--- config.mk ---
export PLATFORM = sky130hd
export DESIGN_NAME = wav_to_mono16_page_packer
export DESIGN_NICKNAME = d
export VERILOG_FILES = /design/src/rtl/wavpk_pkg.sv /design/src/rtl/wav_to_mono16_page_packer.sv /design/src/rtl/wavpk_front.sv /design/src/rtl/wavpk_queue.sv /design/src/rtl/wavpk_back.sv
export SDC_FILE = /design/constraint.sdc
export NUM_CORES = 2
export LEC_CHECK = 0
export BUFFER_PORTS_ARGS = -buffer_cell sky130_fd_sc_hd__buf_4
export CORE_MARGIN = 5
export CORE_UTILIZATION = 55
export CTS_BUF_LIST = sky130_fd_sc_hd__clkbuf_16
export CTS_CLUSTER_SIZE = 16
export DETAILED_ROUTE_END_ITERATION = 12
export GPL_TIMING_DRIVEN = 0
export PLACE_DENSITY = 0.86
export SLEW_MARGIN = 0
export SYNTH_ARGS = -nofsm -noshare
export SYNTH_HDL_FRONTEND = slang
export SYNTH_SLANG_ARGS = --single-unit
export TNS_END_PERCENT = 1
--- constraint.sdc ---
create_clock -name aclk -period 17.4 [get_ports aclk]
set_input_delay 1.74 -clock aclk [delete_from_list [all_inputs] [get_ports aclk]]
set_output_delay 1.74 -clock aclk [all_outputs]
set_load 0.005 [all_outputs]
--- src/rtl/wavpk_pkg.sv ---
`timescale 1ns / 1ps
`default_nettype none
// ----------------------------------------------------------------------------
// wavpk_pkg
// shared types, constants and the float conversion for the wav page packer
// ----------------------------------------------------------------------------
package wavpk_pkg;

    localparam int PAGE_BYTES      = 256;
    localparam int MAX_IN_CHANNELS = 8;
    localparam int FILL_W          = $clog2(PAGE_BYTES) + 1;
    localparam int QDEPTH          = 2;

    localparam logic [31:0] TAG_RIFF = 32'h4646_4952;
    localparam logic [31:0] TAG_WAVE = 32'h4556_4157;
    localparam logic [31:0] TAG_FMT  = 32'h2074_6D66;
    localparam logic [31:0] TAG_DATA = 32'h6174_6164;

    localparam logic [1:0] KIND_SAMPLE = 2'd0;
    localparam logic [1:0] KIND_HEADER = 2'd1;
    localparam logic [1:0] KIND_NOWAV  = 2'd2;
    localparam logic [1:0] KIND_BADFMT = 2'd3;

    localparam logic [0:0] REG_EMIT  = 1'd0;
    localparam logic [0:0] REG_FIRST = 1'd1;

    typedef enum logic [3:0] {
        PH_IDLE, PH_RIFF, PH_RSIZE, PH_WAVE, PH_CID, PH_CSIZE,
        PH_FMT, PH_SKIP, PH_PAD, PH_DATA, PH_DONE
    } phase_t;

    // job kinds sent from the front end to the back end
    typedef enum logic [1:0] {
        JOB_VERDICT, JOB_HEADER, JOB_FRAME
    } job_kind_t;

    typedef struct packed {
        job_kind_t   kind;
        logic [1:0]  verdict;
        logic [31:0] rate;
        logic [31:0] size2;
        logic [19:0] sum;
        logic [31:0] frame;
        logic [15:0] chans;
        logic        last;
        logic        fresh;
    } job_t;

    typedef enum logic [2:0] {
        BK_IDLE, BK_DIV, BK_FIX, BK_OUT
    } back_state_t;

    // ieee single times 32767, rounded to 24 bits nearest even, truncated, saturated
    function automatic logic signed [15:0] float_to_s16(input logic [31:0] b);
        logic [7:0]  e;
        logic [23:0] man;
        logic [38:0] p;
        logic [38:0] q;
        logic [38:0] rem;
        logic [38:0] half;
        logic        big;
        logic [20:0] mag;
        logic [38:0] shq;
        logic [8:0]  s;
        logic signed [15:0] r;
        e    = b[30:23];
        man  = {1'b1, b[22:0]};
        p    = 39'(man) * 39'd32767;
        big  = p[38];
        q    = big ? (p >> 15) : (p >> 14);
        rem  = big ? (p & 39'h7FFF) : (p & 39'h3FFF);
        half = big ? 39'h4000 : 39'h2000;
        if (rem > half || (rem == half && q[0])) q = q + 39'd1;
        q    = big ? (q << 15) : (q << 14);
        s    = 9'd150 - {1'b0, e};
        mag  = 21'd0;
        shq  = 39'd0;
        if (e == 8'hFF) begin
            mag = 21'h100000;
        end else if (e >= 8'd150) begin
            mag = 21'h100000;
        end else if (s < 9'd39) begin
            shq = q >> s;
            // anything past 21 bits saturates anyway
            mag = (shq[38:21] != 18'd0) ? 21'h100000 : shq[20:0];
        end
        if (e == 8'd0 || (e == 8'hFF && b[22:0] != 23'd0)) begin
            r = 16'sd0;
        end else if (b[31]) begin
            r = (mag > 21'd32768) ? -16'sd32768 : 16'(-$signed({1'b0, mag}));
        end else begin
            r = (mag > 21'd32767) ? 16'sd32767 : 16'(mag);
        end
        return r;
    endfunction

endpackage
`default_nettype wire

--- src/rtl/wav_to_mono16_page_packer.sv ---
`timescale 1ns / 1ps
`default_nettype none
// ----------------------------------------------------------------------------
// wav_to_mono16_page_packer
// parses a wav byte stream and emits header info and 16-bit mono samples
// ----------------------------------------------------------------------------
// channel   direction  contents
// s_        in         file_byte, file_start
// m_        out        kind, mono_sample, page_address, flags, rate, length
// apb       in/out     emit_samples (0x0), first_page (0x4)
//
// the parser takes one byte per cycle while the job queue has room.
// header and sample jobs pass through the back end as pop, 32 divider
// steps, a fix state, output load; verdicts go straight to the load. the
// result shows in the cycle after the load. a two-entry job queue lets the
// parser run ahead; when full, s_ready drops until the back end pops a job.
// reset is synchronous, active low; no clearing pass is needed.
// ----------------------------------------------------------------------------
module wav_to_mono16_page_packer import wavpk_pkg::*; (
    input  wire logic        aclk,
    input  wire logic        aresetn,
    input  wire logic        psel,
    input  wire logic        penable,
    input  wire logic        pwrite,
    input  wire logic [2:2]  paddr,
    input  wire logic [31:0] pwdata,
    output logic [31:0]      prdata,
    output logic             pready,
    input  wire logic [7:0]  s_file_byte,
    input  wire logic        s_file_start,
    input  wire logic        s_valid,
    output logic             s_ready,
    output logic [1:0]       m_kind,
    output logic [15:0]      m_mono_sample,
    output logic [23:0]      m_page_address,
    output logic             m_page_done,
    output logic             m_stream_last,
    output logic [31:0]      m_rate_hz,
    output logic [31:0]      m_mono_length_bytes,
    output logic             m_valid,
    input  wire logic        m_ready
);

    logic        emit_reg;
    logic [23:0] first_reg;
    job_t        fjob, qjob;
    logic        push, qfull, qvalid, pop;

    assign pready = 1'b1;
    assign prdata = (paddr == REG_FIRST) ? {8'd0, first_reg} : {31'd0, emit_reg};

    always_ff @(posedge aclk) begin
        if (!aresetn) begin
            emit_reg <= 1'b0; first_reg <= '0;
        end else if (psel && penable && pwrite) begin
            if (paddr == REG_EMIT) emit_reg <= pwdata[0];
            else first_reg <= pwdata[23:0];
        end
    end

    wavpk_front u_front (
        .aclk, .aresetn, .emit_samples(emit_reg), .s_file_byte, .s_file_start,
        .s_valid, .s_ready, .job(fjob), .job_push(push), .job_full(qfull)
    );

    wavpk_queue u_queue (
        .aclk, .aresetn, .wr_job(fjob), .wr_en(push), .full(qfull),
        .rd_job(qjob), .rd_valid(qvalid), .rd_en(pop)
    );

    wavpk_back u_back (
        .aclk, .aresetn,
        .first_page(first_reg), .job(qjob), .job_valid(qvalid), .job_pop(pop),
        .m_kind, .m_mono_sample, .m_page_address, .m_page_done, .m_stream_last,
        .m_rate_hz, .m_mono_length_bytes, .m_valid, .m_ready
    );

`ifndef SYNTHESIS
    a_pready: assert property (@(posedge aclk) pready) else $error("pready low");
    a_stall_holds: assert property (@(posedge aclk) disable iff (!aresetn)
        (m_valid && !m_ready) |=> m_valid) else $error("result dropped");
    a_ready_when_room: assert property (@(posedge aclk) disable iff (!aresetn)
        !qfull |-> s_ready) else $error("stalled with room");
`endif

endmodule
`default_nettype wire

--- src/rtl/wavpk_front.sv ---
`timescale 1ns / 1ps
`default_nettype none
// ----------------------------------------------------------------------------
// wavpk_front
// byte parser: tags, chunk walk, fmt fields, frame summing; emits jobs
// ----------------------------------------------------------------------------
module wavpk_front import wavpk_pkg::*; (
    input  wire logic        aclk,
    input  wire logic        aresetn,
    input  wire logic        emit_samples,
    input  wire logic [7:0]  s_file_byte,
    input  wire logic        s_file_start,
    input  wire logic        s_valid,
    output logic             s_ready,
    output job_t             job,
    output logic             job_push,
    input  wire logic        job_full
);

    phase_t      phase_reg, phase_next;
    logic [31:0] field_reg, field_next;
    logic [2:0]  fcnt_reg, fcnt_next;
    logic [31:0] rem_reg, rem_next;
    logic        odd_reg, odd_next;
    logic [5:0]  off_reg, off_next;
    logic        fmt_seen_reg, fmt_seen_next;
    logic [15:0] chan_reg, chan_next;
    logic [15:0] bits_reg, bits_next;
    logic [31:0] rate_reg, rate_next;
    logic [19:0] sum_reg, sum_next;
    logic [1:0]  ckind_reg, ckind_next;
    logic [2:0]  cbyte_reg, cbyte_next;
    logic [15:0] cidx_reg, cidx_next;
    logic [31:0] lane_reg, lane_next;
    logic        fresh_reg, fresh_next;
    logic [31:0] frame_reg;

    // frame size is a narrow product held in a register once the fmt fields settle
    always_ff @(posedge aclk) begin
        frame_reg <= 32'(bits_reg[15:3]) * 32'(chan_reg);
    end

    assign s_ready = !job_full;

    always_comb begin
        logic        restart;
        phase_t      ph;
        logic [31:0] fb;
        logic [2:0]  fc;
        logic [31:0] rm;
        logic [15:0] w;
        logic [31:0] wide;
        logic signed [15:0] v;
        logic [15:0] ci;
        logic [2:0]  cb;
        logic [31:0] ln;
        logic [19:0] sm;
        phase_next = phase_reg; field_next = field_reg; fcnt_next = fcnt_reg;
        rem_next = rem_reg; odd_next = odd_reg; off_next = off_reg;
        fmt_seen_next = fmt_seen_reg; chan_next = chan_reg; bits_next = bits_reg;
        rate_next = rate_reg; sum_next = sum_reg; ckind_next = ckind_reg;
        cbyte_next = cbyte_reg; cidx_next = cidx_reg; lane_next = lane_reg;
        fresh_next = fresh_reg;
        job = '0; job_push = 1'b0;
        restart = s_file_start;
        ph = restart ? PH_RIFF : phase_reg;
        fb = restart ? 32'd0 : field_reg;
        fc = restart ? 3'd0 : fcnt_reg;
        rm = restart ? 32'd0 : rem_reg;
        w  = 16'(bits_reg[15:3]);
        v  = 16'sd0;
        wide = 32'd0;
        ci = cidx_reg; cb = cbyte_reg; ln = lane_reg; sm = sum_reg;
        if (s_valid && s_ready) begin
            if (restart) begin
                phase_next = PH_RIFF; field_next = '0; fcnt_next = '0; rem_next = '0;
                odd_next = 1'b0; off_next = '0; fmt_seen_next = 1'b0; chan_next = '0;
                bits_next = '0; rate_next = '0; sum_next = '0; ckind_next = '0;
                cbyte_next = '0; cidx_next = '0; lane_next = '0;
                fresh_next = 1'b1;
                w = 16'd0;
            end
            wide = fb | (32'(s_file_byte) << {fc[1:0], 3'b000});
            unique case (ph)
                PH_RIFF, PH_WAVE, PH_RSIZE, PH_CID: begin
                    field_next = wide; fcnt_next = fc + 3'd1;
                    if (fc == 3'd3) begin
                        field_next = '0; fcnt_next = '0;
                        if (ph == PH_RSIZE) begin
                            phase_next = PH_WAVE;
                        end else if (ph == PH_CID) begin
                            ckind_next = (wide == TAG_FMT) ? 2'd1 :
                                         (wide == TAG_DATA) ? 2'd2 : 2'd0;
                            phase_next = PH_CSIZE;
                        end else if (wide != ((ph == PH_RIFF) ? TAG_RIFF : TAG_WAVE)) begin
                            phase_next = PH_DONE;
                            job.kind = JOB_VERDICT; job.verdict = KIND_NOWAV;
                            job_push = 1'b1;
                        end else begin
                            phase_next = (ph == PH_RIFF) ? PH_RSIZE : PH_CID;
                        end
                    end
                end
                PH_CSIZE: begin
                    field_next = wide; fcnt_next = fc + 3'd1;
                    if (fc == 3'd3) begin
                        field_next = '0; fcnt_next = '0;
                        rem_next = wide; odd_next = wide[0]; off_next = '0;
                        if (ckind_reg != 2'd2) begin
                            if (ckind_reg == 2'd1) fmt_seen_next = 1'b1;
                            if (wide == 32'd0) phase_next = wide[0] ? PH_PAD : PH_CID;
                            else phase_next = (ckind_reg == 2'd1) ? PH_FMT : PH_SKIP;
                        end else begin
                            phase_next = PH_DONE;
                            job_push = 1'b1;
                            if (!fmt_seen_reg || frame_reg == 32'd0 ||
                                (emit_samples && (chan_reg > 16'(MAX_IN_CHANNELS) ||
                                 w > 16'd4))) begin
                                job.kind = JOB_VERDICT; job.verdict = KIND_BADFMT;
                            end else begin
                                job.kind = JOB_HEADER; job.rate = rate_reg;
                                job.size2 = {wide[30:0], 1'b0}; job.frame = frame_reg;
                                if (emit_samples && wide != 32'd0) begin
                                    phase_next = PH_DATA;
                                    sum_next = '0; cbyte_next = '0; cidx_next = '0;
                                    lane_next = '0;
                                end
                            end
                        end
                    end
                end
                PH_FMT: begin
                    if (off_reg == 6'd2) chan_next[7:0] = s_file_byte;
                    if (off_reg == 6'd3) chan_next[15:8] = s_file_byte;
                    if (off_reg == 6'd4) rate_next[7:0] = s_file_byte;
                    if (off_reg == 6'd5) rate_next[15:8] = s_file_byte;
                    if (off_reg == 6'd6) rate_next[23:16] = s_file_byte;
                    if (off_reg == 6'd7) rate_next[31:24] = s_file_byte;
                    if (off_reg == 6'd14) bits_next[7:0] = s_file_byte;
                    if (off_reg == 6'd15) bits_next[15:8] = s_file_byte;
                    if (off_reg != 6'd63) off_next = off_reg + 6'd1;
                    rem_next = rm - 32'd1;
                    if (rem_next == 32'd0) phase_next = odd_reg ? PH_PAD : PH_CID;
                end
                PH_SKIP: begin
                    rem_next = rm - 32'd1;
                    if (rem_next == 32'd0) phase_next = odd_reg ? PH_PAD : PH_CID;
                end
                PH_PAD: phase_next = PH_CID;
                PH_DATA: begin
                    rem_next = rm - 32'd1;
                    ln = ln | (32'(s_file_byte) << {cb[1:0], 3'b000});
                    cb = cb + 3'd1;
                    if (16'(cb) >= w) begin
                        if (bits_reg == 16'd16) v = $signed(ln[15:0]);
                        else if (bits_reg == 16'd24) v = $signed(ln[23:8]);
                        else if (bits_reg == 16'd32) v = float_to_s16(ln);
                        sm = sm + 20'($signed(v));
                        ln = '0; cb = '0; ci = ci + 16'd1;
                    end
                    lane_next = ln; cbyte_next = cb; cidx_next = ci; sum_next = sm;
                    if (ci < chan_reg) begin
                        if (rem_next == 32'd0) phase_next = PH_DONE;
                    end else begin
                        sum_next = '0; cidx_next = '0;
                        job.kind = JOB_FRAME; job.sum = sm; job.chans = chan_reg;
                        job.last = rem_next < frame_reg;
                        job_push = 1'b1;
                        if (job.last) phase_next = PH_DONE;
                    end
                end
                default: ;
            endcase
            // first job of a new file tells the back end to restart page counting
            if (job_push) begin
                job.fresh = fresh_reg;
                fresh_next = 1'b0;
            end
        end
    end

    always_ff @(posedge aclk) begin
        if (!aresetn) begin
            phase_reg <= PH_IDLE;
            fcnt_reg <= '0; field_reg <= '0; rem_reg <= '0; odd_reg <= 1'b0;
            off_reg <= '0; fmt_seen_reg <= 1'b0; chan_reg <= '0; bits_reg <= '0;
            rate_reg <= '0; sum_reg <= '0; ckind_reg <= '0; cbyte_reg <= '0;
            cidx_reg <= '0; lane_reg <= '0; fresh_reg <= 1'b0;
        end else begin
            phase_reg <= phase_next; field_reg <= field_next; fcnt_reg <= fcnt_next;
            rem_reg <= rem_next; odd_reg <= odd_next; off_reg <= off_next;
            fmt_seen_reg <= fmt_seen_next; chan_reg <= chan_next; bits_reg <= bits_next;
            rate_reg <= rate_next; sum_reg <= sum_next; ckind_reg <= ckind_next;
            cbyte_reg <= cbyte_next; cidx_reg <= cidx_next; lane_reg <= lane_next;
            fresh_reg <= fresh_next;
        end
    end

`ifndef SYNTHESIS
    a_no_push_when_full: assert property (@(posedge aclk) disable iff (!aresetn)
        job_full |-> !job_push) else $error("job pushed into full queue");
    a_idle_no_job: assert property (@(posedge aclk) disable iff (!aresetn)
        (phase_reg == PH_IDLE && !s_file_start) |-> !job_push)
        else $error("job while idle");
    a_fcnt_range: assert property (@(posedge aclk) disable iff (!aresetn)
        fcnt_reg <= 3'd3) else $error("field count out of range");
`endif

endmodule
`default_nettype wire

--- src/rtl/wavpk_queue.sv ---
`timescale 1ns / 1ps
`default_nettype none
// ----------------------------------------------------------------------------
// wavpk_queue
// short job queue between parser and divider back end
// ----------------------------------------------------------------------------
module wavpk_queue import wavpk_pkg::*; (
    input  wire logic aclk,
    input  wire logic aresetn,
    input  job_t      wr_job,
    input  wire logic wr_en,
    output logic      full,
    output job_t      rd_job,
    output logic      rd_valid,
    input  wire logic rd_en
);

    localparam int AW = $clog2(QDEPTH);

    job_t          mem [QDEPTH];
    logic [AW-1:0] wp_reg, rp_reg;
    logic [AW:0]   cnt_reg, cnt_next;

    assign full     = cnt_reg == (AW+1)'(QDEPTH);
    assign rd_valid = cnt_reg != '0;
    assign rd_job   = mem[rp_reg];

    always_comb begin
        cnt_next = cnt_reg + (AW+1)'(wr_en) - (AW+1)'(rd_en);
    end

    always_ff @(posedge aclk) begin
        if (wr_en) mem[wp_reg] <= wr_job;
    end

    always_ff @(posedge aclk) begin
        if (!aresetn) begin
            wp_reg <= '0; rp_reg <= '0; cnt_reg <= '0;
        end else begin
            if (wr_en) wp_reg <= (wp_reg == AW'(QDEPTH-1)) ? '0 : wp_reg + AW'(1);
            if (rd_en) rp_reg <= (rp_reg == AW'(QDEPTH-1)) ? '0 : rp_reg + AW'(1);
            cnt_reg <= cnt_next;
        end
    end

`ifndef SYNTHESIS
    a_no_underflow: assert property (@(posedge aclk) disable iff (!aresetn)
        rd_en |-> rd_valid) else $error("queue underflow");
    a_no_overflow: assert property (@(posedge aclk) disable iff (!aresetn)
        (wr_en && !rd_en) |-> !full) else $error("queue overflow");
    a_cnt_range: assert property (@(posedge aclk) disable iff (!aresetn)
        cnt_reg <= (AW+1)'(QDEPTH)) else $error("queue count out of range");
`endif

endmodule
`default_nettype wire

--- src/rtl/wavpk_back.sv ---
`timescale 1ns / 1ps
`default_nettype none
// ----------------------------------------------------------------------------
// wavpk_back
// restoring divider, page tagging and output register
// ----------------------------------------------------------------------------
module wavpk_back import wavpk_pkg::*; (
    input  wire logic        aclk,
    input  wire logic        aresetn,
    input  wire logic [23:0] first_page,
    input  job_t             job,
    input  wire logic        job_valid,
    output logic             job_pop,
    output logic [1:0]       m_kind,
    output logic [15:0]      m_mono_sample,
    output logic [23:0]      m_page_address,
    output logic             m_page_done,
    output logic             m_stream_last,
    output logic [31:0]      m_rate_hz,
    output logic [31:0]      m_mono_length_bytes,
    output logic             m_valid,
    input  wire logic        m_ready
);

    back_state_t state_reg, state_next;
    job_t        job_reg, job_next;
    logic [31:0] quo_reg, quo_next;
    logic [31:0] rmd_reg, rmd_next;
    logic [31:0] den_reg, den_next;
    logic [5:0]  step_reg, step_next;
    logic [FILL_W-1:0] fill_reg, fill_next;
    logic [23:0] pages_reg, pages_next;
    logic        neg_reg, neg_next;
    logic        out_load;

    always_comb begin
        logic [32:0] trial;
        logic [19:0] absum;
        logic [FILL_W-1:0] nf;
        state_next = state_reg; job_next = job_reg; quo_next = quo_reg;
        rmd_next = rmd_reg; den_next = den_reg; step_next = step_reg;
        fill_next = fill_reg; pages_next = pages_reg; neg_next = neg_reg;
        job_pop = 1'b0; out_load = 1'b0;
        trial = '0; nf = '0;
        absum = job.sum[19] ? 20'(-job.sum) : job.sum;
        unique case (state_reg)
            BK_IDLE: begin
                if (job_valid) begin
                    job_pop = 1'b1; job_next = job;
                    neg_next = job.sum[19];
                    rmd_next = '0; step_next = '0;
                    if (job.fresh) begin
                        fill_next = '0; pages_next = '0;
                    end
                    if (job.kind == JOB_VERDICT) begin
                        state_next = BK_OUT;
                    end else if (job.kind == JOB_HEADER) begin
                        quo_next = job.size2; den_next = job.frame;
                        state_next = BK_DIV;
                    end else begin
                        quo_next = 32'(absum); den_next = 32'(job.chans);
                        state_next = BK_DIV;
                    end
                end
            end
            BK_DIV: begin
                // one quotient bit per cycle
                trial = {rmd_reg, quo_reg[31]} - {1'b0, den_reg};
                if (!trial[32]) begin
                    rmd_next = trial[31:0]; quo_next = {quo_reg[30:0], 1'b1};
                end else begin
                    rmd_next = {rmd_reg[30:0], quo_reg[31]}; quo_next = {quo_reg[30:0], 1'b0};
                end
                step_next = step_reg + 6'd1;
                if (step_reg == 6'd31) state_next = BK_FIX;
            end
            BK_FIX: state_next = BK_OUT;
            BK_OUT: begin
                if (!m_valid || m_ready) begin
                    out_load = 1'b1; state_next = BK_IDLE;
                    if (job_reg.kind == JOB_FRAME) begin
                        nf = fill_reg + FILL_W'(2);
                        if (nf >= FILL_W'(PAGE_BYTES)) begin
                            fill_next = '0; pages_next = pages_reg + 24'd1;
                        end else begin
                            fill_next = nf;
                        end
                    end
                end
            end
            default: state_next = BK_IDLE;
        endcase
    end

    always_ff @(posedge aclk) begin
        if (!aresetn) begin
            state_reg <= BK_IDLE; fill_reg <= '0; pages_reg <= '0; m_valid <= 1'b0;
        end else begin
            state_reg <= state_next; fill_reg <= fill_next; pages_reg <= pages_next;
            if (out_load) m_valid <= 1'b1;
            else if (m_ready) m_valid <= 1'b0;
        end
    end

    always_ff @(posedge aclk) begin
        logic [FILL_W-1:0] nf;
        job_reg <= job_next; quo_reg <= quo_next; rmd_reg <= rmd_next;
        den_reg <= den_next; step_reg <= step_next; neg_reg <= neg_next;
        nf = fill_reg + FILL_W'(2);
        if (out_load) begin
            m_kind <= KIND_SAMPLE; m_mono_sample <= '0; m_page_address <= '0;
            m_page_done <= 1'b0; m_stream_last <= 1'b0; m_rate_hz <= '0;
            m_mono_length_bytes <= '0;
            unique case (job_reg.kind)
                JOB_VERDICT: m_kind <= job_reg.verdict;
                JOB_HEADER: begin
                    m_kind <= KIND_HEADER; m_rate_hz <= job_reg.rate;
                    m_mono_length_bytes <= quo_reg;
                end
                JOB_FRAME: begin
                    m_mono_sample <= neg_reg ? 16'(-quo_reg) : quo_reg[15:0];
                    m_page_address <= first_page + pages_reg;
                    m_page_done <= job_reg.last || nf >= FILL_W'(PAGE_BYTES);
                    m_stream_last <= job_reg.last;
                end
                default: m_kind <= KIND_SAMPLE;
            endcase
        end
    end

`ifndef SYNTHESIS
    a_pop_only_idle: assert property (@(posedge aclk) disable iff (!aresetn)
        job_pop |-> state_reg == BK_IDLE) else $error("pop while busy");
    a_load_keeps: assert property (@(posedge aclk) disable iff (!aresetn)
        out_load |=> m_valid) else $error("result lost");
    a_fill_even: assert property (@(posedge aclk) disable iff (!aresetn)
        !fill_reg[0]) else $error("odd page fill");
`endif

endmodule
`default_nettype wire

Word level (Yosys, flattened, before mapping)
Memories as Yosys holds them, arrays and structs flattened. A register that Yosys moved wholly into a read port is not among the register bits.
Index checks and enable logic that the tools add are counted.

storage, ports and cells
  flip-flop bits (word level) = 560
  memory bits (writable) = 276
  input bits = 49
  logic and storage cells = 380
  memories kept = 1

operators by class
  $add $sub $neg = 20
  multiply operators = 2
  magnitude comparators = 11
  eq/ne operators = 44
  shifts and indexed selects = 3
  mux-type cells = 206
  bitwise operators = 4
  reductions and logical operators = 46

memory list
  name         words  bits a word  rd ports  clocked after memory_dff  wr ports  RTL line           text
  u_queue.mem  2      138          1         1                         1         wavpk_queue.sv:20  job_t mem [QDEPTH];

operator list
  cell                      number
  $mux W32                  21
  $mux W16                  26
  $pmux W32 S2              4
  $mux W21                  10
  $mux W20                  10
  $mux W25                  7
  $mux W24                  7
  $mux W138                 1
  $mux W68                  2
  $mux W64                  2
  $logic_not A32 Y1         3
  $mux W4                   18
  $mux W8                   8
  $or A32 B32 Y32           2
  $shl A8 B5 Y32            2
  $pmux W24 S2              1
  $mux W9                   5
  $pmux W20 S2              1
  $eq A39 B39 Y1            1
  $gt A39 B39 Y1            1
  $mul A24 B15 Y39 const B  1
  $mux W3                   13
  $mux W39                  1
  $shr A39 B9 Y39           1
  other kinds (84)          188

Longest topological paths before layout
  depth in word-level cells = 42
  mapped depth = 76
  depth with buffers taken out = 68

Cells and area by module
Synthesis repeated with hierarchy kept, for this count alone.

second synthesis, totals
  cell total of the unflattened synthesis = 6378
  area, all modules = 60838.3 um2

modules (own cells, without submodules)
  module                     instances  cells each  area each (um2)  sequential area each (um2)
  wavpk_front                1          4445        34565.7          4924.7
  wavpk_back                 1          1337        14772.9          8147.8
  wavpk_queue                1          450         10232.3          8388.0
  wav_to_mono16_page_packer  1          146         1267.5           500.5

Worst setup path after synthesis
No wires, ideal clock.

  path type = input port to flip-flop
  start point = input port s_file_byte[7]
  end point = memory u_queue.mem[0][69] (netlist name), data pin
  library setup time = 274 ps
  arrival = 16198 ps
  setup slack = 928 ps
  cell stages on the path = 72
  cell sequence = clkbuf_1 -> clkbuf_1 -> a21oi_1 -> fa_1 -> inv_1 -> fa_1 -> inv_1 -> fa_1 -> inv_1 -> fa_1 -> fa_1 -> inv_1 -> fa_1 -> inv_1 -> ha_1 -> buf_2 -> and4_1 -> o2111ai_2 -> [... 36 more ...] -> a21o_1 -> a21o_1 -> a21o_1 -> a21oi_1 -> o21bai_1 -> a21oi_1 -> o21ai_0 -> a21oi_1 -> o21ai_0 -> a21oi_1 -> o21bai_1 -> a21oi_1 -> o21ai_0 -> a31oi_1 -> nor2_1 -> and4_1 -> o21ai_0 -> a21oi_1

RTL lines
  what                RTL line                         text
  start: declaration  wav_to_mono16_page_packer.sv:29  input wire logic [7:0] s_file_byte,
  end: declaration    wavpk_queue.sv:20

==> results.toml <==
[outcome]
status = "finished clean"

[global_route]
grt.met3_usage = 0.06804
grt_pass1_wl_microns = 281600
gr-max-usage-layer = "met2"
grt_util_met2 = 0.4947
antenna_found_initial = 11
grt_pass1_vias = 48730
grt_usage = 0.3161
grt_util_met1 = 0.4264
grt_max_degree = 51
grt-ovfl-total = 0

[hold_path]
hp-start = "u_front.field_reg[23]$_SDFFE_PN0P_"
min_path_type = "reg -> reg"
min_to = "u_front.field_reg[23]$_SDFFE_PN0P_"
hold_depth = 2

[route]
wire_per_inst_microns = 23.31
via_count = 49950
ant_nets = 0
dr.pass1.iters = 9
wl_microns = 184600
drcViolationCount = 0
vias_per_cell = 6.309
drt_iter0_markers = 6339

[worst_setup_path]
crit_start = "s_file_byte[6]"
cp-end-kind = "flip-flop"
crit_arrival_ns = 17.39
worst_r2r_startpoint = "u_front.cbyte_reg[0]$_SDFFE_PN0P_"
rr_endpoint = "u_queue.mem[1][68]$_DFFE_PP_"
crit_path_top_delay_cell = "fa_1"
crit_type = "in -> reg"
path_max_fanout = 11
crit_required_ns = 17.91
max_stage_delay_ns = 0.59
cp-start-kind = "input port"
rr_worst_depth = 66
crit_path_frequent_cell = "fa_1"
r2r_slack_ns = 0.77

[placed_design]
dp_hpwl_microns = 141600
dp.cells = 7744
globalplace.congestion = 1.010
port_buffers = 165

[pwr]
p_sw_mw = 4.267
cellPowerDensity_nw_per_um2 = 141.9
total_power_mw = 9.312
p_leak_nw = 26.95
seqPwrFrac = 0.267
swShare = 0.4583
combPwrFrac = 0.542
clkPwrFrac = 0.191
ir_drop_uv = 591.5
p_int_mw = 5.045

[logic_synthesis]
synthCells = 6156
ys_ff_latch = 824
synth_warnings = 0
syn_area_sq_um = 58860
seq_area_frac_synth = 0.3675
avgSynthCellArea_sq_um = 9.561
synth_edf_count = 513
ys.flop_type = "edfxtp_1"
async_reset_ff_frac = 0
synth_cell_types = 125

[clock_network]
clockBufferDepth = 3
tritoncts = "built"
root_buffer = "clkbuf_16"
clk_pin_slew_worst_paths_ns = 0.06
hold_buffers = 0
cts_sinks = 824
insertion_delay_ns = 0.65
h-tree-depth = 3
cts_buffers = 82

[timing]
worst_slew_pin_slew_ns = 1.426
relSlewSlack = 0.04277
hold_violations = 0
hold-worst-slack_ns = 0.4626
setup_violations = 0
finalCritPeriodShare = 0.9701
worst_clock_skew_ns = 0.02636
min_period_ns = 16.88
drv_slew = 0
fmax_mhz = 59.24

[final_layout]
drive_gt1_frac = 0.09324
largest_register_ffs = 268
instances_no_fill = 7918
fin_nets = 7140
flow.area_growth_from_synthesis_pct = 11.50

[die]
start_util = 0.5513
fp.dieW_microns = 337.1
core_area_sq_um = 106800
die_y_microns = 337.1
row_count = 120
ios = 192
die-area_sq_um = 113700

[run]
cap_viol_max_count = 0
how the worst max path moves through the flow:
stage / end / slack, ns / cells after the start
4_1_cts: u_queue.mem[1][69]$_DFFE_PP_ / 0.0001 / 71
6_report: u_queue.mem[1][68]$_DFFE_PP_ / 0.52 / 65
5_1_grt: u_queue.mem[0][69]$_DFFE_PP_ / -0.04 / 66
3_3_place_gp: u_queue.mem[0][69]$_DFFE_PP_ / -3.32 / 74
3_5_place_dp: u_queue.mem[0][69]$_DFFE_PP_ / -3.42 / 74
2_1_floorplan: u_queue.mem[0][69]$_DFFE_PP_ / 0.93 / 72
stage by stage:
step                      instance area, sq um  setup slack, ns  setup TNS [ns]  utilization
after global placement                   61880           -3.325         -505.85       0.5796
final                                    65630           0.5203               0       0.6147
after detailed placement                 62200           -3.422         -105.10       0.5826
after CTS                                65270        0.0001439               0       0.6114
after global routing                     65620         -0.03690        -0.09053       0.6147
after floorplan                          58880           0.9279               0            -
synth_stat cells (15+ instances only):
cell / count / area share
a211oi_1: 30 / 0.0038
a21boi_0: 75 / 0.0096
a21o_1: 95 / 0.012
a21oi_1: 283 / 0.024
a221oi_1: 26 / 0.0039
a22oi_1: 146 / 0.019
a31oi_1: 38 / 0.0040
and2_1: 259 / 0.028
and3_1: 67 / 0.0071
and4_1: 15 / 0.0022
buf_1: 20 / 0.0013
buf_2: 28 / 0.0024
clkbuf_1: 259 / 0.017
dfxtp_1: 311 / 0.11
edfxtp_1: 513 / 0.26
fa_1: 329 / 0.11
ha_1: 321 / 0.068
inv_1: 568 / 0.036
mux2_2: 50 / 0.0096
mux2i_1: 121 / 0.021
mux4_2: 18 / 0.0069
nand2_1: 532 / 0.034
nand2b_1: 35 / 0.0037
nand3_1: 106 / 0.0090
nand4_1: 56 / 0.0060
nor2_1: 559 / 0.036
nor2b_1: 149 / 0.016
nor3_1: 150 / 0.013
nor4_1: 69 / 0.0073
o211ai_1: 34 / 0.0043
o21a_1: 40 / 0.0051
o21ai_0: 216 / 0.018
o21ai_1: 21 / 0.0018
o21bai_1: 24 / 0.0031
o22ai_1: 15 / 0.0016
o31ai_1: 29 / 0.0037
or3_1: 26 / 0.0028
xnor2_1: 130 / 0.019
xor2_1: 74 / 0.011
power groups by stage:
| stage | clock (mW) | combinational, mW | sequential [mW] |
|---|---|---|---|
| 6_report | 1.78 | 5.05 | 2.49 |
| 5_1_grt | 1.86 | 5.45 | 2.50 |
| 4_1_cts | 1.77 | 4.82 | 2.48 |
| 3_5_place_dp | 0 | 4.70 | 2.52 |
| 3_3_place_gp | 0 | 4.59 | 2.53 |
| 2_1_floorplan | 0 | 3.41 | 2.49 |
area by class of cell:
type	instances	area (sq um)
diodes	5	12.51
plain buffers	319	1423
clock buffers	86	2152
clock inverters	67	523.0
fillers	8412	41130
inverters	571	2147
multi-input cells	4448	34340
flip-flops and latches	824	21630
well taps	1403	1755
repair buffers	195	1642
cell families after synthesis:
group / after synthesis / synth area share
AO/OA/AOI/OAI: 1283 / 0.1494
XOR/XNOR: 205 / 0.03063
adder cells (fa/ha/maj): 650 / 0.1801
buffers and inverters: 891 / 0.05837
flip-flops: 824 / 0.3675
multiplexers: 190 / 0.03729
other: 2 / 0.0001276
AND/OR/NAND/NOR: 2111 / 0.1765
layout by cell type (no fill, tap or decap), types with 129 or more instances in the layout:
| cell type | n |
|---|---|
| ha_1 | 319 |
| dfxtp_1 | 311 |
| edfxtp_1 | 513 |
| nor2_1 | 555 |
| a21oi_1 | 266 |
| nor3_1 | 147 |
| and2_1 | 256 |
| inv_1 | 584 |
| nor2b_1 | 148 |
| clkbuf_1 | 241 |
| fa_1 | 327 |
| xnor2_1 | 129 |
| a22oi_1 | 144 |
| buf_4 | 194 |
| o21ai_0 | 208 |
| nand2_1 | 532 |
what timing repair did:
item                                    in CTS  in global routing
setup buffers                                8                  8
endpoints found under the setup margin      51                 23
gates resized for setup                     81                 80
endpoints found under the hold margin        0                  0
pin swaps                                    5                 19
routing by layer:
layer,routed length [microns],up-vias
met5,59,-
met4,9230,10
met3,20650,574
met2,82810,2996
met1,71800,24260
li1,-,22110
critical path, delay by kind of cell:
family / cells / cell delay, ns
AO/OA/AOI/OAI: 29 / 6.19
adder cells (fa/ha/maj): 10 / 4.35
AND/OR/NAND/NOR: 13 / 3.09
buffers and inverters: 11 / 1.41
multiplexers: 1 / 0.40
XOR/XNOR: 1 / 0.14
(Power assumes the default switching activity.)
